==> src/rtl/nsg_pkg.sv <==
// Shared types and constants of the nod and shake gesture detector.
`timescale 1ns / 1ps
`default_nettype none

package nsg_pkg;

    // Field widths of the channels and the configuration port
    localparam int ACC_W      = 12;
    localparam int TICK_W     = 32;
    localparam int MOTION_W   = 2;
    localparam int CROSS_W    = 6;
    localparam int DEADBAND_W = 11;
    localparam int THRESH_W   = 6;
    localparam int HOLD_W     = 16;
    localparam int MIN_FILL_W = 7;
    localparam int CFG_IDX_W  = 2;
    localparam int CFG_DATA_W = 16;

    // A window mean never exceeds 2048 in magnitude.
    localparam int QUO_W      = 12;

    // Configuration register indexes
    localparam logic [CFG_IDX_W-1:0] REG_DEADBAND  = 2'd0;
    localparam logic [CFG_IDX_W-1:0] REG_THRESHOLD = 2'd1;
    localparam logic [CFG_IDX_W-1:0] REG_HOLD      = 2'd2;
    localparam logic [CFG_IDX_W-1:0] REG_MIN_FILL  = 2'd3;

    // Reset values of the configuration registers
    localparam logic [DEADBAND_W-1:0] DEADBAND_RST  = 11'd80;
    localparam logic [THRESH_W-1:0]   THRESHOLD_RST = 6'd4;
    localparam logic [HOLD_W-1:0]     HOLD_RST      = 16'd1000;
    localparam logic [MIN_FILL_W-1:0] MIN_FILL_RST  = 7'd6;

    typedef enum logic [MOTION_W-1:0] {
        MOTION_STATIONARY = 2'd0,
        MOTION_NODDING    = 2'd1,
        MOTION_SHAKING    = 2'd2
    } motion_t;

    typedef enum logic [3:0] {
        ST_IDLE,
        ST_CHECK,
        ST_SUM,
        ST_DIVX_GO,
        ST_DIVX_WAIT,
        ST_DIVY_GO,
        ST_DIVY_WAIT,
        ST_SCAN,
        ST_CLASS,
        ST_OUT
    } state_t;

    // Control of one crossing-count lane
    typedef struct packed {
        logic clear;
        logic step;
    } lane_ctl_t;

endpackage

`default_nettype wire

==> src/rtl/nsg_if.sv <==
// Stream interfaces for the sample channel and the result channel.
`timescale 1ns / 1ps
`default_nettype none

interface nsg_smp_if;
    import nsg_pkg::*;

    logic                     valid;
    logic                     ready;
    logic signed [ACC_W-1:0]  accel_x_mg;
    logic signed [ACC_W-1:0]  accel_y_mg;
    logic        [TICK_W-1:0] now_tick;

    modport source (output valid, output accel_x_mg, output accel_y_mg, output now_tick,
                    input ready);
    modport sink   (input valid, input accel_x_mg, input accel_y_mg, input now_tick,
                    output ready);
endinterface

interface nsg_res_if;
    import nsg_pkg::*;

    logic                      valid;
    logic                      ready;
    logic [MOTION_W-1:0]       motion_state;
    logic [CROSS_W-1:0]        x_crossings;
    logic [CROSS_W-1:0]        y_crossings;

    modport source (output valid, output motion_state, output x_crossings,
                    output y_crossings, input ready);
    modport sink   (input valid, input motion_state, input x_crossings,
                    input y_crossings, output ready);
endinterface

`default_nettype wire

==> src/rtl/nod_shake_gesture_detector_core.sv <==
// Top level of the nod and shake gesture detector.
//
// Samples arrive on smp (accel_x_mg, accel_y_mg, now_tick) and each one gives
// exactly one item on res (motion_state, x_crossings, y_crossings). Registers
// are written through cfg_we, cfg_addr and cfg_wdata; the user must write them
// only while the block is idle, which the block itself does not enforce.
//
// A sample is written into the window memory on the cycle it is accepted. If
// the window holds fewer than min_fill samples the result is offered in ST_OUT
// straight after ST_CHECK. Otherwise the block makes one pass over the filled
// slots to form the sums, runs the shared divider twice (once per axis) and
// makes a second pass to count crossings before it offers the result. The
// block takes no new sample until the result of the last one has been taken.
// smp.ready is high only while idle.
//
// The result is held on res until it is taken; a stalled receiver simply
// holds the block. Reset clears the write pointer, fill flag, hold deadline
// and motion state and loads the register defaults. The window memory is not
// cleared; only written slots are ever read.
`timescale 1ns / 1ps
`default_nettype none

module nod_shake_gesture_detector_core #(
    parameter int WINDOW_DEPTH = 20
) (
    input  wire logic                               clk,
    input  wire logic                               rst_n,
    nsg_smp_if.sink                                 smp,
    nsg_res_if.source                               res,
    input  wire logic                               cfg_we,
    input  wire logic [nsg_pkg::CFG_IDX_W-1:0]      cfg_addr,
    input  wire logic [nsg_pkg::CFG_DATA_W-1:0]     cfg_wdata
);
    import nsg_pkg::*;

    localparam int SLOT_W = $clog2(WINDOW_DEPTH);
    localparam int FILL_W = $clog2(WINDOW_DEPTH + 1);
    localparam int SUM_W  = ACC_W + 1 + $clog2(WINDOW_DEPTH);
    localparam int CMP_W  = (FILL_W > MIN_FILL_W) ? FILL_W : MIN_FILL_W;
    localparam int WORD_W = 2 * ACC_W;

    // Configuration registers
    logic [DEADBAND_W-1:0]  deadband_reg;
    logic [THRESH_W-1:0]    threshold_reg;
    logic [HOLD_W-1:0]      hold_reg;
    logic [MIN_FILL_W-1:0]  min_fill_reg;

    // Sequencer and window state
    state_t                 state_reg, state_next;
    logic [SLOT_W-1:0]      write_slot_reg;
    logic                   full_reg;
    logic [FILL_W-1:0]      addr_reg;
    logic                   rd_pend_reg;
    motion_t                motion_reg;
    logic [TICK_W-1:0]      deadline_reg;

    // Payload registers
    logic [TICK_W-1:0]      now_reg;
    logic signed [SUM_W-1:0] sum_x_reg;
    logic signed [SUM_W-1:0] sum_y_reg;
    logic signed [QUO_W:0]  mean_x_reg;
    logic signed [QUO_W:0]  mean_y_reg;
    logic [CROSS_W-1:0]     res_x_reg;
    logic [CROSS_W-1:0]     res_y_reg;
    logic [WORD_W-1:0]      rd_data_reg;

    logic [WORD_W-1:0]      win_mem [WINDOW_DEPTH];

    // Sequencer outputs
    logic                   accept;
    logic                   rd_en;
    logic                   div_start;
    logic                   sum_done;
    lane_ctl_t              lane_ctl;

    logic [FILL_W-1:0]      fill;
    logic                   fill_ok;
    logic signed [ACC_W-1:0] rd_x;
    logic signed [ACC_W-1:0] rd_y;
    logic signed [SUM_W-1:0] div_dividend;
    logic                   div_done;
    logic signed [QUO_W:0]  div_quotient;
    logic [CROSS_W-1:0]     x_count;
    logic [CROSS_W-1:0]     y_count;
    logic                   is_nod;
    logic                   is_shake;
    logic [TICK_W-1:0]      since_deadline;

    assign fill    = full_reg ? FILL_W'(WINDOW_DEPTH) : FILL_W'(write_slot_reg);
    assign fill_ok = (CMP_W'(fill) >= CMP_W'(min_fill_reg));
    assign rd_x    = rd_data_reg[WORD_W-1:ACC_W];
    assign rd_y    = rd_data_reg[ACC_W-1:0];
    assign sum_done = !rd_en && !rd_pend_reg;

    assign is_nod   = (y_count >= threshold_reg) && (y_count >= x_count);
    assign is_shake = (x_count >= threshold_reg) && (x_count > y_count);
    assign since_deadline = now_reg - deadline_reg;

    // Next state
    always_comb
    begin
        state_next = state_reg;
        case (state_reg)
            ST_IDLE:
            begin
                if (smp.valid)
                begin
                    state_next = ST_CHECK;
                end
            end
            ST_CHECK:
            begin
                state_next = fill_ok ? ST_SUM : ST_OUT;
            end
            ST_SUM:
            begin
                if (sum_done)
                begin
                    state_next = ST_DIVX_GO;
                end
            end
            ST_DIVX_GO:
            begin
                state_next = ST_DIVX_WAIT;
            end
            ST_DIVX_WAIT:
            begin
                if (div_done)
                begin
                    state_next = ST_DIVY_GO;
                end
            end
            ST_DIVY_GO:
            begin
                state_next = ST_DIVY_WAIT;
            end
            ST_DIVY_WAIT:
            begin
                if (div_done)
                begin
                    state_next = ST_SCAN;
                end
            end
            ST_SCAN:
            begin
                if (sum_done)
                begin
                    state_next = ST_CLASS;
                end
            end
            ST_CLASS:
            begin
                state_next = ST_OUT;
            end
            ST_OUT:
            begin
                if (res.ready)
                begin
                    state_next = ST_IDLE;
                end
            end
            default:
            begin
                state_next = ST_IDLE;
            end
        endcase
    end

    // Sequencer outputs
    always_comb
    begin
        smp.ready      = (state_reg == ST_IDLE);
        res.valid      = (state_reg == ST_OUT);
        rd_en          = (state_reg inside {ST_SUM, ST_SCAN}) && (addr_reg < fill);
        div_start      = (state_reg inside {ST_DIVX_GO, ST_DIVY_GO});
        lane_ctl.clear = (state_reg == ST_CHECK);
        lane_ctl.step  = (state_reg == ST_SCAN) && rd_pend_reg;
    end

    assign accept       = smp.valid && smp.ready;
    assign div_dividend = (state_reg == ST_DIVY_GO) ? sum_y_reg : sum_x_reg;

    // Configuration writes
    always_ff @(posedge clk or negedge rst_n)
    begin
        if (!rst_n)
        begin
            deadband_reg  <= DEADBAND_RST;
            threshold_reg <= THRESHOLD_RST;
            hold_reg      <= HOLD_RST;
            min_fill_reg  <= MIN_FILL_RST;
        end
        else if (cfg_we)
        begin
            case (cfg_addr)
                REG_DEADBAND:  deadband_reg  <= cfg_wdata[DEADBAND_W-1:0];
                REG_THRESHOLD: threshold_reg <= cfg_wdata[THRESH_W-1:0];
                REG_HOLD:      hold_reg      <= cfg_wdata[HOLD_W-1:0];
                REG_MIN_FILL:  min_fill_reg  <= cfg_wdata[MIN_FILL_W-1:0];
                default:
                begin
                end
            endcase
        end
    end

    // Control state
    always_ff @(posedge clk or negedge rst_n)
    begin
        if (!rst_n)
        begin
            state_reg      <= ST_IDLE;
            write_slot_reg <= '0;
            full_reg       <= 1'b0;
            addr_reg       <= '0;
            rd_pend_reg    <= 1'b0;
            motion_reg     <= MOTION_STATIONARY;
            deadline_reg   <= '0;
        end
        else
        begin
            state_reg   <= state_next;
            rd_pend_reg <= rd_en;

            if (accept)
            begin
                if (write_slot_reg == SLOT_W'(WINDOW_DEPTH - 1))
                begin
                    write_slot_reg <= '0;
                    full_reg       <= 1'b1;
                end
                else
                begin
                    write_slot_reg <= write_slot_reg + 1'b1;
                end
            end

            if ((state_reg == ST_CHECK) || ((state_reg == ST_DIVY_WAIT) && div_done))
            begin
                addr_reg <= '0;
            end
            else if (rd_en)
            begin
                addr_reg <= addr_reg + 1'b1;
            end

            if (state_reg == ST_CLASS)
            begin
                if (is_nod)
                begin
                    motion_reg   <= MOTION_NODDING;
                    deadline_reg <= now_reg + TICK_W'(hold_reg);
                end
                else if (is_shake)
                begin
                    motion_reg   <= MOTION_SHAKING;
                    deadline_reg <= now_reg + TICK_W'(hold_reg);
                end
                else if (!since_deadline[TICK_W-1])
                begin
                    // The hold has run out, wrap-safe.
                    motion_reg <= MOTION_STATIONARY;
                end
            end
        end
    end

    // Payload registers
    always_ff @(posedge clk)
    begin
        if (accept)
        begin
            now_reg <= smp.now_tick;
        end

        if (state_reg == ST_CHECK)
        begin
            sum_x_reg <= '0;
            sum_y_reg <= '0;
            res_x_reg <= '0;
            res_y_reg <= '0;
        end
        else if ((state_reg == ST_SUM) && rd_pend_reg)
        begin
            sum_x_reg <= sum_x_reg + SUM_W'(rd_x);
            sum_y_reg <= sum_y_reg + SUM_W'(rd_y);
        end

        if ((state_reg == ST_DIVX_WAIT) && div_done)
        begin
            mean_x_reg <= div_quotient;
        end
        if ((state_reg == ST_DIVY_WAIT) && div_done)
        begin
            mean_y_reg <= div_quotient;
        end

        if (state_reg == ST_CLASS)
        begin
            res_x_reg <= x_count;
            res_y_reg <= y_count;
        end
    end

    // Window memory: x in the upper half of each word, y in the lower half
    always_ff @(posedge clk)
    begin
        if (accept)
        begin
            win_mem[write_slot_reg] <= {smp.accel_x_mg, smp.accel_y_mg};
        end
        if (rd_en)
        begin
            rd_data_reg <= win_mem[addr_reg[SLOT_W-1:0]];
        end
    end

    nsg_divider #(
        .DVD_W (SUM_W),
        .DVS_W (FILL_W),
        .QUO_W (QUO_W)
    ) u_divider (
        .clk      (clk),
        .rst_n    (rst_n),
        .start    (div_start),
        .dividend (div_dividend),
        .divisor  (fill),
        .done     (div_done),
        .quotient (div_quotient)
    );

    nsg_swing_lane u_lane_x (
        .clk    (clk),
        .rst_n  (rst_n),
        .ctl    (lane_ctl),
        .sample (rd_x),
        .mean   (mean_x_reg),
        .band   (deadband_reg),
        .count  (x_count)
    );

    nsg_swing_lane u_lane_y (
        .clk    (clk),
        .rst_n  (rst_n),
        .ctl    (lane_ctl),
        .sample (rd_y),
        .mean   (mean_y_reg),
        .band   (deadband_reg),
        .count  (y_count)
    );

    assign res.motion_state = motion_reg;
    assign res.x_crossings  = res_x_reg;
    assign res.y_crossings  = res_y_reg;

endmodule

`default_nettype wire

==> src/rtl/nsg_divider.sv <==
// Iterative restoring divider, one quotient bit per cycle, truncating toward zero.
`timescale 1ns / 1ps
`default_nettype none

module nsg_divider #(
    parameter int DVD_W = 18,
    parameter int DVS_W = 5,
    parameter int QUO_W = 12
) (
    input  wire logic                    clk,
    input  wire logic                    rst_n,
    input  wire logic                    start,
    input  wire logic signed [DVD_W-1:0] dividend,
    input  wire logic        [DVS_W-1:0] divisor,
    output logic                         done,
    output logic signed      [QUO_W:0]   quotient
);
    localparam int REM_W = DVS_W + QUO_W;
    localparam int CNT_W = $clog2(QUO_W);

    logic                busy_reg, busy_next;
    logic                done_reg, done_next;
    logic [CNT_W-1:0]    cnt_reg, cnt_next;
    logic [REM_W-1:0]    rem_reg, rem_next;
    logic [REM_W-1:0]    dvs_reg, dvs_next;
    logic [QUO_W-1:0]    quo_reg, quo_next;
    logic                neg_reg, neg_next;

    logic [DVD_W-1:0]    mag;
    logic                fits;
    logic signed [QUO_W:0] q_pos;

    assign mag   = dividend[DVD_W-1] ? unsigned'(-dividend) : unsigned'(dividend);
    assign fits  = (rem_reg >= dvs_reg);
    assign q_pos = {1'b0, quo_reg};

    always_comb
    begin
        busy_next = busy_reg;
        done_next = 1'b0;
        cnt_next  = cnt_reg;
        rem_next  = rem_reg;
        dvs_next  = dvs_reg;
        quo_next  = quo_reg;
        neg_next  = neg_reg;
        if (start && !busy_reg)
        begin
            busy_next = 1'b1;
            cnt_next  = CNT_W'(QUO_W - 1);
            rem_next  = REM_W'(mag);
            dvs_next  = REM_W'(divisor) << (QUO_W - 1);
            quo_next  = '0;
            neg_next  = dividend[DVD_W-1];
        end
        else if (busy_reg)
        begin
            if (fits)
            begin
                rem_next = rem_reg - dvs_reg;
            end
            quo_next = {quo_reg[QUO_W-2:0], fits};
            dvs_next = dvs_reg >> 1;
            cnt_next = cnt_reg - 1'b1;
            if (cnt_reg == '0)
            begin
                busy_next = 1'b0;
                done_next = 1'b1;
            end
        end
    end

    always_ff @(posedge clk or negedge rst_n)
    begin
        if (!rst_n)
        begin
            busy_reg <= 1'b0;
            done_reg <= 1'b0;
            cnt_reg  <= '0;
        end
        else
        begin
            busy_reg <= busy_next;
            done_reg <= done_next;
            cnt_reg  <= cnt_next;
        end
    end

    always_ff @(posedge clk)
    begin
        rem_reg <= rem_next;
        dvs_reg <= dvs_next;
        quo_reg <= quo_next;
        neg_reg <= neg_next;
    end

    assign done     = done_reg;
    assign quotient = neg_reg ? -q_pos : q_pos;

endmodule

`default_nettype wire

==> src/rtl/nsg_swing_lane.sv <==
// One axis lane: counts sign changes of the deviation that lie outside the deadband.
`timescale 1ns / 1ps
`default_nettype none

module nsg_swing_lane (
    input  wire logic                                   clk,
    input  wire logic                                   rst_n,
    input  wire nsg_pkg::lane_ctl_t                     ctl,
    input  wire logic signed [nsg_pkg::ACC_W-1:0]       sample,
    input  wire logic signed [nsg_pkg::QUO_W:0]         mean,
    input  wire logic        [nsg_pkg::DEADBAND_W-1:0]  band,
    output logic             [nsg_pkg::CROSS_W-1:0]     count
);
    import nsg_pkg::*;

    localparam int DEV_W = QUO_W + 2;

    logic signed [DEV_W-1:0] dev;
    logic signed [DEV_W-1:0] band_s;
    logic                    pos;
    logic                    neg;

    logic                    seen_reg, seen_next;
    logic                    last_neg_reg, last_neg_next;
    logic [CROSS_W-1:0]      count_reg, count_next;

    assign dev    = DEV_W'(sample) - DEV_W'(mean);
    assign band_s = signed'(DEV_W'(band));
    assign pos    = (dev > band_s);
    assign neg    = (dev < -band_s);

    always_comb
    begin
        seen_next     = seen_reg;
        last_neg_next = last_neg_reg;
        count_next    = count_reg;
        if (ctl.clear)
        begin
            seen_next     = 1'b0;
            last_neg_next = 1'b0;
            count_next    = '0;
        end
        else if (ctl.step && (pos || neg))
        begin
            // A swing is a side opposite to the last side seen.
            if (seen_reg && (neg != last_neg_reg))
            begin
                count_next = count_reg + 1'b1;
            end
            seen_next     = 1'b1;
            last_neg_next = neg;
        end
    end

    always_ff @(posedge clk or negedge rst_n)
    begin
        if (!rst_n)
        begin
            seen_reg     <= 1'b0;
            last_neg_reg <= 1'b0;
            count_reg    <= '0;
        end
        else
        begin
            seen_reg     <= seen_next;
            last_neg_reg <= last_neg_next;
            count_reg    <= count_next;
        end
    end

    assign count = count_reg;

endmodule

`default_nettype wire

==> src/flat_wrapper.sv <==
// flat-port wrapper written by rule: the top's interface ports become plain ports
module nod_shake_gesture_detector_core_flat import nsg_pkg::*;
#(
    parameter int WINDOW_DEPTH = 20
)
  (clk, rst_n, cfg_we, cfg_addr, cfg_wdata, smp_valid, smp_accel_x_mg, smp_accel_y_mg, smp_now_tick, smp_ready, res_valid, res_motion_state, res_x_crossings, res_y_crossings, res_ready);
  nsg_smp_if smp_i ();
  nsg_res_if res_i ();
  input  wire logic clk;
  input  wire logic rst_n;
  input  wire logic cfg_we;
  input  wire logic [nsg_pkg::CFG_IDX_W-1:0] cfg_addr;
  input  wire logic [nsg_pkg::CFG_DATA_W-1:0] cfg_wdata;
  input wire logic [$bits(smp_i.valid)-1:0] smp_valid;
  input wire logic [$bits(smp_i.accel_x_mg)-1:0] smp_accel_x_mg;
  input wire logic [$bits(smp_i.accel_y_mg)-1:0] smp_accel_y_mg;
  input wire logic [$bits(smp_i.now_tick)-1:0] smp_now_tick;
  output wire logic [$bits(smp_i.ready)-1:0] smp_ready;
  output wire logic [$bits(res_i.valid)-1:0] res_valid;
  output wire logic [$bits(res_i.motion_state)-1:0] res_motion_state;
  output wire logic [$bits(res_i.x_crossings)-1:0] res_x_crossings;
  output wire logic [$bits(res_i.y_crossings)-1:0] res_y_crossings;
  input wire logic [$bits(res_i.ready)-1:0] res_ready;
  assign smp_i.valid = smp_valid;
  assign smp_i.accel_x_mg = smp_accel_x_mg;
  assign smp_i.accel_y_mg = smp_accel_y_mg;
  assign smp_i.now_tick = smp_now_tick;
  assign smp_ready = smp_i.ready;
  assign res_valid = res_i.valid;
  assign res_motion_state = res_i.motion_state;
  assign res_x_crossings = res_i.x_crossings;
  assign res_y_crossings = res_i.y_crossings;
  assign res_i.ready = res_ready;
  nod_shake_gesture_detector_core #(.WINDOW_DEPTH(WINDOW_DEPTH)) u_core (.clk(clk), .rst_n(rst_n), .smp(smp_i), .res(res_i), .cfg_we(cfg_we), .cfg_addr(cfg_addr), .cfg_wdata(cfg_wdata));
endmodule
==> config.mk <==
export PLATFORM = sky130hd
export DESIGN_NAME = nod_shake_gesture_detector_core_flat
export DESIGN_NICKNAME = d
export VERILOG_FILES = /design/src/rtl/nsg_pkg.sv /design/src/rtl/nsg_if.sv /design/src/rtl/nod_shake_gesture_detector_core.sv /design/src/rtl/nsg_divider.sv /design/src/rtl/nsg_swing_lane.sv /design/src/flat_wrapper.sv
export SDC_FILE = /design/constraint.sdc
export NUM_CORES = 1
export LEC_CHECK = 0
export BUFFER_PORTS_ARGS = -buffer_cell sky130_fd_sc_hd__buf_2
export CAP_MARGIN = 20
export CORE_MARGIN = 1
export CORE_UTILIZATION = 25
export DETAILED_ROUTE_END_ITERATION = 8
export PLACE_DENSITY = 0.46
export SYNTH_ARGS = -nofsm -noshare
export SYNTH_HDL_FRONTEND = slang
export SYNTH_SLANG_ARGS = --single-unit
==> constraint.sdc <==
create_clock -name clk -period 4.2 [get_ports clk]
set_input_delay 0.21 -clock clk [delete_from_list [all_inputs] [get_ports clk]]
set_output_delay 0.21 -clock clk [all_outputs]
set_load 0.02 [all_outputs]
==> impl_metrics.py <==
metrics = {
    "critical_path": {
        "worstPathRequired_ps": 4820,
        "path_buf_inv": 1,
        "cp-end-kind": "flop",
        "cp_slowest_cell": "or4_1",
        "arrival_ps": 4710,
        "cp_max_fo": 5,
        "cp_top_family": "compound AO/OA/AOI/OAI gates",
        "start_kind": "flop",
        "worstPathCellList": "inv_2, ha_4, fa_2, nor2b_2, o31a_1, o31a_1, o21a_1, o21a_1, o21ai_2, a21oi_2, ha_1, nand3_2, o21ai_2, o21ai_1, a211oi_1, a311o_2, nand3_4, o32a_4, or4_1, nand2_1",
        "cpPeakStageDelay_ps": 410,
        "worstSetupPathType": "reg -> reg",
    },
    "detailed_routing": {
        "drt_drc_violations_left": 0,
        "drt-total-wl_um": 94800,
        "routed.top_layer": "met5",
        "dr.pass1.iters": 7,
        "wl_per_cell_um": 19.1,
        "ant_nets": 0,
        "via_per_inst": 4.50,
        "drtIter0Drc": 1356,
        "dr_wl_met2_um": 45100,
        "vias": 22323,
        "dr_wl_met3_um": 3580,
        "wl_met1_um": 44100,
    },
    "clock_network": {
        "clk_pin_slew_worst_paths_ps": 60,
        "clkSinkCount": 768,
        "cts.htree.levels": 3,
        "cts_buffer_depth": 3,
        "cts_tree": "yes",
        "clock-root-buffer": "clkbuf_16",
        "cts_buffers": 87,
        "clk_latency_ps": 700,
    },
    "timing": {
        "final.period_utilization_pct": 97.4,
        "relSlewSlack_pct": 34.0,
        "rsz0062_at_grt": "yes",
        "skew_ps": 39.9,
        "setup_ws_ps": 108,
        "period_minus_slack_ps": 4090,
        "whs_ps": 79.1,
        "finalHoldViolCount": 0,
        "finalSetupViolCount": 0,
        "fmax_mhz": 244,
        "worstMarginPinSlew_ps": 986,
        "slew_violations": 0,
    },
    "final_layout": {
        "fin_nets": 3261,
        "nFillCells": 14630,
        "largest_reg_flops": 480,
        "final_cell_area_um2": 44200,
        "layout-drive-gt1-share_pct": 20.0,
        "area_growth_pct": 20.0,
        "fin_util_pct": 30.3,
    },
    "synth": {
        "syn_nets": 2993,
        "synth.most_common_cell": "edfxtp_1",
        "yosysTopAreaCell": "edfxtp_1",
        "yosysSeqAreaShare_pct": 59.5,
        "syn_area_um2": 36800,
        "ys_ff_latch": 768,
        "synth-edff-count": 597,
        "synth_top_flop_cell": "edfxtp_1",
        "async_flop_share_pct": 14.6,
        "synth_area_leaders": "edfxtp_1, mux4_2, ha_1, dfrtp_1, dfxtp_1",
        "syn_inst": 2699,
        "synth_top_area_share_pct": 48.7,
        "synthTopCellsByCount": "edfxtp_1, nand2_1, ha_1, inv_1, nor2_1",
        "ys.warnings.count": 0,
        "postSynthAreaPerCell_um2": 13.6,
        "synth_cell_types": 88,
    },
    "grt": {
        "grt_pass1_wl_um": 144000,
        "overflow": 0,
        "antenna_found_initial": 7,
        "grt_usage_pct": 12.8,
        "grt_pass1_vias": 22565,
        "grt_max_degree": 124,
    },
    "power": {
        "p_per_area_nw_per_um2": 596,
        "irDropWorstVdd_uv": 424,
        "p_leak_nw": 15.9,
    },
    "placed_design": {
        "pre_cts_ws_ps": -36.3,
        "io_buffers": 94,
        "placed_cell_area_um2": 40200,
        "gp_congestion": 0.805,
        "hpwl_um": 61000,
    },
    "floorplanning": {
        "die_area_um2": 149000,
        "die_w_um": 386,
        "rows": 140,
        "fp.dieH_um": 386,
        "ioPinCount": 95,
        "coreArea_um2": 146000,
        "start_util_pct": 25.2,
    },
    "flow_run": {
        "maxCapViolCount": 0,
    },
    "run_status": {
        "status": "finished clean",
    },
    "min_path": {
        "hold_path_class": "in -> reg",
    },
}
metrics by stage:
| stage | power, W | setup TNS, ps | std cells |
|---|---|---|---|
| 2_1_floorplan | 0.0159 | 0 | 2699 |
| 3_3_place_gp | 0.0186 | 0 | 4694 |
| 3_5_place_dp | 0.0186 | -71.8 | 4694 |
| 4_1_cts | 0.0266 | 0 | 4943 |
| 5_1_grt | 0.0280 | -161 | 4956 |
| 6_report | 0.0263 | 0 | 4957 |
worst paths after layout:
kind | slack (ps) | cells after the start | endpoint | from
min | 80 | 4 | u_core.deadband_reg[0] | cfg_addr[0]
max in group asynchronous | 2950 | 3 | u_core.u_divider.busy_reg | rst_n
max | 110 | 20 | u_core.u_lane_y.count[2] | u_core.rd_data_reg[0]
min reg2reg | 470 | 2 | u_core.u_divider.dvs_reg[10] | u_core.u_divider.dvs_reg[10]
min in group asynchronous | 180 | 2 | u_core.hold_reg[15] | rst_n
max reg2reg | 110 | 20 | u_core.u_lane_y.count[2] | u_core.rd_data_reg[0]
logic make-up after synthesis:
logic type,after synthesis,synth area share (%)
mux,223,11.2
fa+ha+maj,215,7.43
flops,768,59.5
buf+inv,256,2.72
xor+xnor,119,2.83
compound gates,476,8.03
simple gates,642,8.28
final cells by class:
cell class / instances / area [um^2] / share of cell area, %
inverter: 161 / 604 / 1.37
timing repair buffer: 273 / 2140 / 4.84
antenna: 3 / 7.51 / 0.0170
multi-input combinational: 1676 / 14200 / 32.2
clock buffer: 110 / 2300 / 5.21
clock inverter: 49 / 578 / 1.31
sequential: 768 / 21900 / 49.6
tap: 1917 / 2400 / 5.43
report_power, final:
part	total, W	switching [W]	internal (W)
sequential	0.00979	0.000590	0.00920
combinational	0.00879	0.00497	0.00382
clock	0.00775	0.00327	0.00448
per-layer routing:
metal	track usage, %	vias up
li1	-	10724
met1	17.4	11105
met2	21.0	370
met3	2.15	122
met4	3.48	2
met5	0	-
cells in the final DEF, fill, tap and decap left out, drive strengths merged, types with 101 or more instances in the layout:
| master | synthesis | final |
|---|---|---|
| edfxtp | 597 | 597 |
| nand2 | 229 | 229 |
| ha | 209 | 209 |
| buf | 26 | 184 |
| inv | 161 | 165 |
| o21ai | 154 | 154 |
| nor2 | 145 | 145 |
| mux4 | 144 | 144 |
| a21oi | 132 | 132 |
| clkbuf | 69 | 110 |
| dfrtp | 101 | 101 |
tightest hold or removal path: cells and delay by family:
kind | cells | cell delay (ps)
compound gates | 1 | 150
buf+inv | 2 | 270
simple gates | 1 | 70
repair_timing:
item | CTS | global route
gates cloned | 0 | 1
setup buffers | 1 | 9
hold buffers | 89 | 0
endpoints found under the setup margin | 7 | 13
endpoints found under the hold margin | 622 | 0
pin swaps | 1 | 24
resized for setup | 3 | 35
Power figures use the tool's default switching activity.
